===== src/rtl/core/rsepe_pkg.sv =====
// Shared types, constants and GF(2^8) helpers for the erasure parity encoder.
// No dependencies; every other file in rtl/core except rsepe_queue refers to this package.
package rsepe_pkg;

    localparam int BYTE_W = 8;
    localparam int SLOT_W = 4;
    localparam int LANES_MAX = 16;
    localparam int SLOTS = 16;
    localparam logic [8:0] GF_POLY = 9'h11d;

    typedef struct packed {
        logic [BYTE_W-1:0] data_byte;
        logic [SLOT_W-1:0] chunk_slot;
        logic              column_end;
    } in_word_t;

    typedef struct packed {
        logic [BYTE_W-1:0] check_byte;
        logic [SLOT_W-1:0] parity_slot;
        logic              last_parity;
    } out_word_t;

    // Shift-and-add multiply, reduced by x^8 + x^4 + x^3 + x^2 + 1.
    function automatic logic [BYTE_W-1:0] gf_mul(input logic [BYTE_W-1:0] a,
                                                 input logic [BYTE_W-1:0] b);
        logic [BYTE_W:0]   x;
        logic [BYTE_W-1:0] p;
        x = {1'b0, a};
        p = '0;
        for (int k = 0; k < BYTE_W; k++)
        begin
            if (b[k])
            begin
                p = p ^ x[BYTE_W-1:0];
            end
            x = {x[BYTE_W-1:0], 1'b0};
            if (x[BYTE_W])
            begin
                x = x ^ GF_POLY;
            end
        end
        return p;
    endfunction

    // Only evaluated on constants, to build the coefficient tables.
    function automatic logic [BYTE_W-1:0] gf_pow(input logic [BYTE_W-1:0] a,
                                                 input logic [SLOT_W-1:0] n);
        logic [BYTE_W-1:0] r;
        r = 8'h01;
        for (int k = 0; k < SLOTS; k++)
        begin
            if (k < int'(n))
            begin
                r = gf_mul(r, a);
            end
        end
        return r;
    endfunction

endpackage


===== src/rtl/core/rsepe_front.sv =====
// Front end: takes input words, looks up one generator coefficient per lane
// and builds the queue entry {coefficients, byte, end flag}. Uses rsepe_pkg.
module rsepe_front #(
    parameter int DATA_CHUNKS = 16,
    parameter int LANES = 16,
    parameter int QW = LANES * rsepe_pkg::BYTE_W + rsepe_pkg::BYTE_W + 1
) (
    input  logic                in_valid,
    output logic                in_ready,
    input  rsepe_pkg::in_word_t in_word,
    output logic                push_valid,
    input  logic                push_ready,
    output logic [QW-1:0]       push_data
);

    logic                                  use_slot;
    logic [LANES*rsepe_pkg::BYTE_W-1:0]    coef_row;

    // Slots past the data chunks get zero coefficients, so they add nothing.
    assign use_slot = ({4'b0000, in_word.chunk_slot} < 8'(DATA_CHUNKS));

    for (genvar i = 0; i < LANES; i++)
    begin : g_lane
        logic [rsepe_pkg::BYTE_W-1:0] coef_tab [rsepe_pkg::SLOTS];
        for (genvar j = 0; j < rsepe_pkg::SLOTS; j++)
        begin : g_slot
            assign coef_tab[j] = rsepe_pkg::gf_pow(8'(DATA_CHUNKS + i), 4'(j));
        end
        assign coef_row[i*rsepe_pkg::BYTE_W +: rsepe_pkg::BYTE_W] =
            use_slot ? coef_tab[in_word.chunk_slot] : 8'h00;
    end

    assign push_valid = in_valid;
    assign in_ready   = push_ready;
    assign push_data  = {coef_row, in_word.data_byte, in_word.column_end};

endmodule


===== src/rtl/core/rsepe_queue.sv =====
// Small register FIFO between the front end and the accumulator back end.
// Generic in width and depth; no package dependencies.
module rsepe_queue #(
    parameter int WIDTH = 137,
    parameter int DEPTH = 4
) (
    input  logic             clk,
    input  logic             rst_n,
    input  logic             push_valid,
    output logic             push_ready,
    input  logic [WIDTH-1:0] push_data,
    output logic             take_valid,
    input  logic             take_ready,
    output logic [WIDTH-1:0] take_data
);

    localparam int PTR_W = (DEPTH > 1) ? $clog2(DEPTH) : 1;
    localparam int CNT_W = $clog2(DEPTH + 1);

    logic [WIDTH-1:0] entry_reg [DEPTH];
    logic [PTR_W-1:0] wr_ptr_reg, wr_ptr_next;
    logic [PTR_W-1:0] rd_ptr_reg, rd_ptr_next;
    logic [CNT_W-1:0] count_reg, count_next;
    logic             push_fire;
    logic             take_fire;

    assign push_ready = (count_reg != CNT_W'(DEPTH));
    assign take_valid = (count_reg != '0);
    assign take_data  = entry_reg[rd_ptr_reg];
    assign push_fire  = push_valid && push_ready;
    assign take_fire  = take_valid && take_ready;

    always_comb
    begin
        wr_ptr_next = wr_ptr_reg;
        rd_ptr_next = rd_ptr_reg;
        count_next  = count_reg;
        if (push_fire)
        begin
            wr_ptr_next = (wr_ptr_reg == PTR_W'(DEPTH - 1)) ? '0 : wr_ptr_reg + 1'b1;
        end
        if (take_fire)
        begin
            rd_ptr_next = (rd_ptr_reg == PTR_W'(DEPTH - 1)) ? '0 : rd_ptr_reg + 1'b1;
        end
        if (push_fire && !take_fire)
        begin
            count_next = count_reg + 1'b1;
        end
        else if (take_fire && !push_fire)
        begin
            count_next = count_reg - 1'b1;
        end
    end

    always_ff @(posedge clk or negedge rst_n)
    begin
        if (!rst_n)
        begin
            wr_ptr_reg <= '0;
            rd_ptr_reg <= '0;
            count_reg  <= '0;
        end
        else
        begin
            wr_ptr_reg <= wr_ptr_next;
            rd_ptr_reg <= rd_ptr_next;
            count_reg  <= count_next;
        end
    end

    always_ff @(posedge clk)
    begin
        if (push_fire)
        begin
            entry_reg[wr_ptr_reg] <= push_data;
        end
    end

endmodule


===== src/rtl/core/rsepe_back.sv =====
// Back end: GF multiply-accumulate into one register per parity lane, and a
// drain buffer that emits the finished parity words in lane order. Uses rsepe_pkg.
module rsepe_back #(
    parameter int LANES = 16,
    parameter int QW = LANES * rsepe_pkg::BYTE_W + rsepe_pkg::BYTE_W + 1
) (
    input  logic                  clk,
    input  logic                  rst_n,
    input  logic                  take_valid,
    output logic                  take_ready,
    input  logic [QW-1:0]         take_data,
    output logic                  out_valid,
    input  logic                  out_ready,
    output rsepe_pkg::out_word_t  out_word
);

    localparam int IDX_W = (LANES > 1) ? $clog2(LANES) : 1;

    logic [rsepe_pkg::BYTE_W-1:0] acc_reg  [LANES];
    logic [rsepe_pkg::BYTE_W-1:0] hold_reg [LANES];
    logic [rsepe_pkg::BYTE_W-1:0] sum      [LANES];
    logic [IDX_W-1:0]             idx_reg;
    logic                         busy_reg;
    logic                         head_end;
    logic [rsepe_pkg::BYTE_W-1:0] head_byte;
    logic                         take_fire;
    logic                         out_fire;
    logic                         drain_last;

    assign head_end  = take_data[0];
    assign head_byte = take_data[rsepe_pkg::BYTE_W:1];

    for (genvar i = 0; i < LANES; i++)
    begin : g_mac
        assign sum[i] = acc_reg[i] ^ rsepe_pkg::gf_mul(
            take_data[rsepe_pkg::BYTE_W + 1 + i*rsepe_pkg::BYTE_W +: rsepe_pkg::BYTE_W],
            head_byte);
    end

    assign drain_last = (idx_reg == IDX_W'(LANES - 1));
    assign out_fire   = out_valid && out_ready;
    // Hold an end word at the queue head until the drain buffer frees up.
    assign take_ready = !head_end || !busy_reg || (out_ready && drain_last);
    assign take_fire  = take_valid && take_ready;

    assign out_valid            = busy_reg;
    assign out_word.check_byte  = hold_reg[idx_reg];
    assign out_word.parity_slot = rsepe_pkg::SLOT_W'(idx_reg);
    assign out_word.last_parity = drain_last;

    always_ff @(posedge clk or negedge rst_n)
    begin
        if (!rst_n)
        begin
            busy_reg <= 1'b0;
            idx_reg  <= '0;
            for (int i = 0; i < LANES; i++)
            begin
                acc_reg[i] <= '0;
            end
        end
        else
        begin
            // A new drain starting takes priority over the end of the old one.
            if (take_fire && head_end)
            begin
                busy_reg <= 1'b1;
                idx_reg  <= '0;
            end
            else if (out_fire)
            begin
                if (drain_last)
                begin
                    busy_reg <= 1'b0;
                    idx_reg  <= '0;
                end
                else
                begin
                    idx_reg <= idx_reg + 1'b1;
                end
            end
            if (take_fire)
            begin
                if (head_end)
                begin
                    for (int i = 0; i < LANES; i++)
                    begin
                        acc_reg[i] <= '0;
                    end
                end
                else
                begin
                    for (int i = 0; i < LANES; i++)
                    begin
                        acc_reg[i] <= sum[i];
                    end
                end
            end
        end
    end

    always_ff @(posedge clk)
    begin
        if (take_fire && head_end)
        begin
            for (int i = 0; i < LANES; i++)
            begin
                hold_reg[i] <= sum[i];
            end
        end
    end

endmodule


===== src/rtl/core/rs_erasure_parity_encoder_unit.sv =====
// Reed-Solomon erasure parity encoder over GF(2^8) (polynomial 0x11d). It takes
// one data word per cycle while the queue has room; lane i adds
// byte * (DATA_CHUNKS + i)^slot into its accumulator, all lanes at once, so
// accumulation runs at one word per clock. A word with column_end set closes
// the position: its sums move into a drain buffer and min(PARITY_CHUNKS, 16)
// parity words leave in lane order, one per cycle while out_ready is high, the
// last one flagged, while new data keeps accumulating behind them. The drain
// buffer sets the limit: an end word that arrives while a drain is still
// running waits at the head of the four-entry queue. Depends on rsepe_pkg and
// the rsepe_* modules.
module rs_erasure_parity_encoder_unit #(
    parameter int DATA_CHUNKS = 16,
    parameter int PARITY_CHUNKS = 16
) (
    input  logic                  clk,
    input  logic                  rst_n,
    input  logic                  in_valid,
    output logic                  in_ready,
    input  rsepe_pkg::in_word_t   in_word,
    output logic                  out_valid,
    input  logic                  out_ready,
    output rsepe_pkg::out_word_t  out_word
);

    localparam int LANES = (PARITY_CHUNKS < rsepe_pkg::LANES_MAX) ?
                           PARITY_CHUNKS : rsepe_pkg::LANES_MAX;
    localparam int QW = LANES * rsepe_pkg::BYTE_W + rsepe_pkg::BYTE_W + 1;
    localparam int QUEUE_DEPTH = 4;

    logic          push_valid;
    logic          push_ready;
    logic [QW-1:0] push_data;
    logic          take_valid;
    logic          take_ready;
    logic [QW-1:0] take_data;

    rsepe_front #(
        .DATA_CHUNKS (DATA_CHUNKS),
        .LANES       (LANES),
        .QW          (QW)
    ) u_front (
        .in_valid   (in_valid),
        .in_ready   (in_ready),
        .in_word    (in_word),
        .push_valid (push_valid),
        .push_ready (push_ready),
        .push_data  (push_data)
    );

    rsepe_queue #(
        .WIDTH (QW),
        .DEPTH (QUEUE_DEPTH)
    ) u_queue (
        .clk        (clk),
        .rst_n      (rst_n),
        .push_valid (push_valid),
        .push_ready (push_ready),
        .push_data  (push_data),
        .take_valid (take_valid),
        .take_ready (take_ready),
        .take_data  (take_data)
    );

    rsepe_back #(
        .LANES (LANES),
        .QW    (QW)
    ) u_back (
        .clk        (clk),
        .rst_n      (rst_n),
        .take_valid (take_valid),
        .take_ready (take_ready),
        .take_data  (take_data),
        .out_valid  (out_valid),
        .out_ready  (out_ready),
        .out_word   (out_word)
    );

endmodule


===== config.mk =====
export PLATFORM = sky130hd
export DESIGN_NAME = rs_erasure_parity_encoder_unit
export DESIGN_NICKNAME = d
export VERILOG_FILES = /design/src/rtl/core/rsepe_pkg.sv /design/src/rtl/core/rsepe_front.sv /design/src/rtl/core/rsepe_queue.sv /design/src/rtl/core/rsepe_back.sv /design/src/rtl/core/rs_erasure_parity_encoder_unit.sv
export SDC_FILE = /design/constraint.sdc
export NUM_CORES = 2
export LEC_CHECK = 0
export BUFFER_PORTS_ARGS = -buffer_cell sky130_fd_sc_hd__buf_2
export CAP_MARGIN = 40
export CORE_MARGIN = 3
export CORE_UTILIZATION = 46
export DETAILED_ROUTE_END_ITERATION = 12
export HOLD_SLACK_MARGIN = 0.06
export SLEW_MARGIN = 20
export SYNTH_ARGS = -nofsm -noshare
export SYNTH_HDL_FRONTEND = slang
export SYNTH_SLANG_ARGS = --single-unit

===== constraint.sdc =====
create_clock -name clk -period 9.6 [get_ports clk]
set_clock_uncertainty 0.15 [all_clocks]
set_input_delay 1.92 -clock clk [delete_from_list [all_inputs] [get_ports clk]]
set_output_delay 1.92 -clock clk [all_outputs]
set_load 0.05 [all_outputs]

==> summary.md <==
| Metric | Value |
|---|---|
| Status | finished clean |
| GR Util met2 | 39.9% |
| CTS tree | built |
| Starting Density | 46.6% |
| ANT nets after route | 0 |
| Num CTS Buffers | 85 |
| Tcrit/Tclk final | 56.3% |
| Largest net degree at the start of global routing | 129 |
| Routed vias/inst | 5.71 |
| Critical path endpoint category | output port |
| Worst-Margin Slew | 923 ps |
| Fin util | 50.2% |
| First-pass iteration count of the detailed router | 5 |
| Starting DRC count in detailed routing | 3,424 |
| Avg Inst Size Synth | 11.3 sq um |
| Share of cells above drive strength 1 | 11.2% |
| Number of synthesized register bits | 768 |
| Die Area | 111,000 sq um |
| Top cells by count, synth | xnor2_1, nand2_1, edfxtp_1 |
| Resize count post-CTS | 0 |
| Drt drc | 0 |
| Mapped Nets | 4,402 |
| Final Hold Fails | 0 |
| Clk buf depth | 3 |
| Register area share after synthesis | 45.4% |
| Filler instances | 9,306 |
| GRT overflow | 0 |
| Ranking of synthesized cells by area | edfxtp_1, xnor2_1, dfrtp_1 |
| Clock Latency Late Sink | 680 ps |
| Finish-stage setup viols | 0 |
| Number of global-route vias before repair | 31,464 |
| Initial antenna violation count | 2 |
| Register Area | 22,400 sq um |
| Gpl congestion | 0.985 |
| Critical path launch point type | register |
| Min Clock Period, post-route | 5400 ps |
| GR peak layer | met2 |
| Placed cell count | 5,529 |
| Setup bufs post-CTS | 0 |
| Critical path arrival | 3330 ps |
| Gr usage total | 25.8% |
| H-tree lvl count | 3 |
| Die height | 333 microns |
| Vias post-DR | 32,523 |
| Multi-input logic area | 25,200 sq um |
| Std cell rows | 119 |
| Core Region | 106,000 sq um |
| Critical path class | register to output port |
| Post-synth EDFFs | 628 |
| Routed len/inst | 25.5 microns |
| Worst Hold Class | register to register |
| IO Pins | 32 |
| Placed wire-length estimate | 96,200 microns |
| Clock Tree Root | clkbuf_16 |
| Setup TNS | 0 ps |
| Global-route wire length before repair | 215,000 microns |
| Fin nets | 4,268 |
| Pins Over Slew Limit | 0 |
| Max reg flops | 500 |
| RSZ-0062 raised after global routing | false |
| Clk pin slew, worst setup/hold paths | 70 ps |
| Worst reg-to-reg setup slack | 4780 ps |
| CTS Hold Bufs | 0 |
| Cell Area, Synth | 49,300 sq um |
| Ys flop type | edfxtp_1 |
| Post-Syn Instances | 4,362 |
| Netlist cell types | 64 |
| GRT met1 Usage | 38.0% |
| Most common cell in the netlist | xnor2_1 |
| Clock sink count | 768 |
| Post-synth top area cell | edfxtp_1 |
| Chip width | 333 microns |
| Warnings from Yosys | 0 |
| Crit-path max FO | 21 |
| Slew HR | 38.5% |
| Drt total wl | 145,000 microns |
| Yosys top cell area share | 38.3% |
| Post-synth ARST share | 18.2% |
| P&R area growth vs syn | 7.89% |
| Final Non-Filler Cells | 5,691 |
| Global routing usage on met3 | 3.52% |
| IO Port Bufs | 31 |
| Fmax | 0.185 GHz |
| Max_cap viols | 0 |
| Worst path required time | 7530 ps |
-- kinds of logic (layout without fill, tap and decap cells) --
family / after synthesis / count (layout) / synth area share [%]
AO/OA/AOI/OAI: 491 / 491 / 6.69
buffers and inverters: 343 / 280 / 3.72
multiplexers: 235 / 235 / 8.37
flip-flops: 768 / 768 / 45.4
other: 0 / 1 / 0
XOR/XNOR: 1400 / 1400 / 26.6
AND/OR/NAND/NOR: 1102 / 1102 / 8.67
adder cells (fa/ha/maj): 23 / 23 / 0.599
-- placed cells by master, fill, tap and decap left out, types with 6 or more instances in the layout --
cell,n
a21oi_1,116
a221oi_1,8
a22o_1,131
a22oi_1,31
a31oi_1,13
a32oi_1,8
buf_12,8
buf_2,32
buf_4,53
bufinv_16,9
clkbuf_1,18
clkbuf_16,87
clkbuf_8,6
clkinv_1,13
clkinv_2,16
dfrtp_1,137
edfxtp_1,628
ha_1,22
inv_1,19
mux2_2,17
mux2i_1,77
mux4_2,133
nand2_1,706
nand3_1,12
nor2_1,321
nor2b_1,16
nor3_1,27
o21ai_0,93
o21bai_1,7
o22ai_1,36
o31ai_1,7
xnor2_1,960
xnor2_2,31
xnor3_1,11
xor2_1,349
xor2_2,41
-- area by class of cell --
class / instances / share of cell area, %
Antenna cell: 1 / 0.00471
Clock buffer: 111 / 4.38
Clock inverter: 47 / 1.05
Inverter: 21 / 0.148
Multi-Input combinational cell: 3251 / 47.4
Sequential cell: 768 / 42.1
Tap cell: 1391 / 3.27
Timing Repair Buffer: 101 / 1.68
-- per-layer routing --
metal | vias to the layer above | wire length (microns)
li1 | 14625 | -
met1 | 16350 | 64700
met2 | 1316 | 65700
met3 | 232 | 10500
met4 | 0 | 4220
met5 | - | 0
-- through the flow --
| stage | hold slack, ps | worst slack, ps | cell area (sq um) |
|---|---|---|---|
| global route | 387 | 4120 | 53200 |
| detailed placement | 360 | 4590 | 50200 |
| global placement | 343 | 4630 | 50000 |
| floorplan | 314 | 834 | 49300 |
| CTS | 372 | 4040 | 53100 |
| finish | 365 | 4200 | 53200 |
-- critical path: stages, from the launching register on --
cell and delay (ps):
dfrtp_4 600, buf_4 460, buf_12 270, mux4_2 640, a22oi_1 230, nand2_1 150
buf_2 250
-- worst paths after layout --
| path | from | end | depth (start not counted) |
|---|---|---|---|
| worst max register to register | u_queue.rd_ptr_reg[1]$_DFFE_PN0P_ | u_back.acc_reg[60]$_DFFE_PN0P_ | 10 |
| min in group asynchronous | rst_n | u_back.acc_reg[8]$_DFFE_PN0P_ | 1 |
| max in group asynchronous | rst_n | u_back.acc_reg[57]$_DFFE_PN0P_ | 2 |
| worst max-delay path | u_back.idx_reg[0]$_DFFE_PN0P_ | out_word[8] | 6 |
| worst min register to register | u_queue.count_reg[2]$_DFFE_PN0P_ | u_queue.count_reg[2]$_DFFE_PN0P_ | 1 |
| worst min-delay path | u_queue.count_reg[2]$_DFFE_PN0P_ | u_queue.count_reg[2]$_DFFE_PN0P_ | 1 |
Power is left out: the tool's default activity adds up to more than one toggle a clock period on the data nets, which glitch-free logic cannot reach.
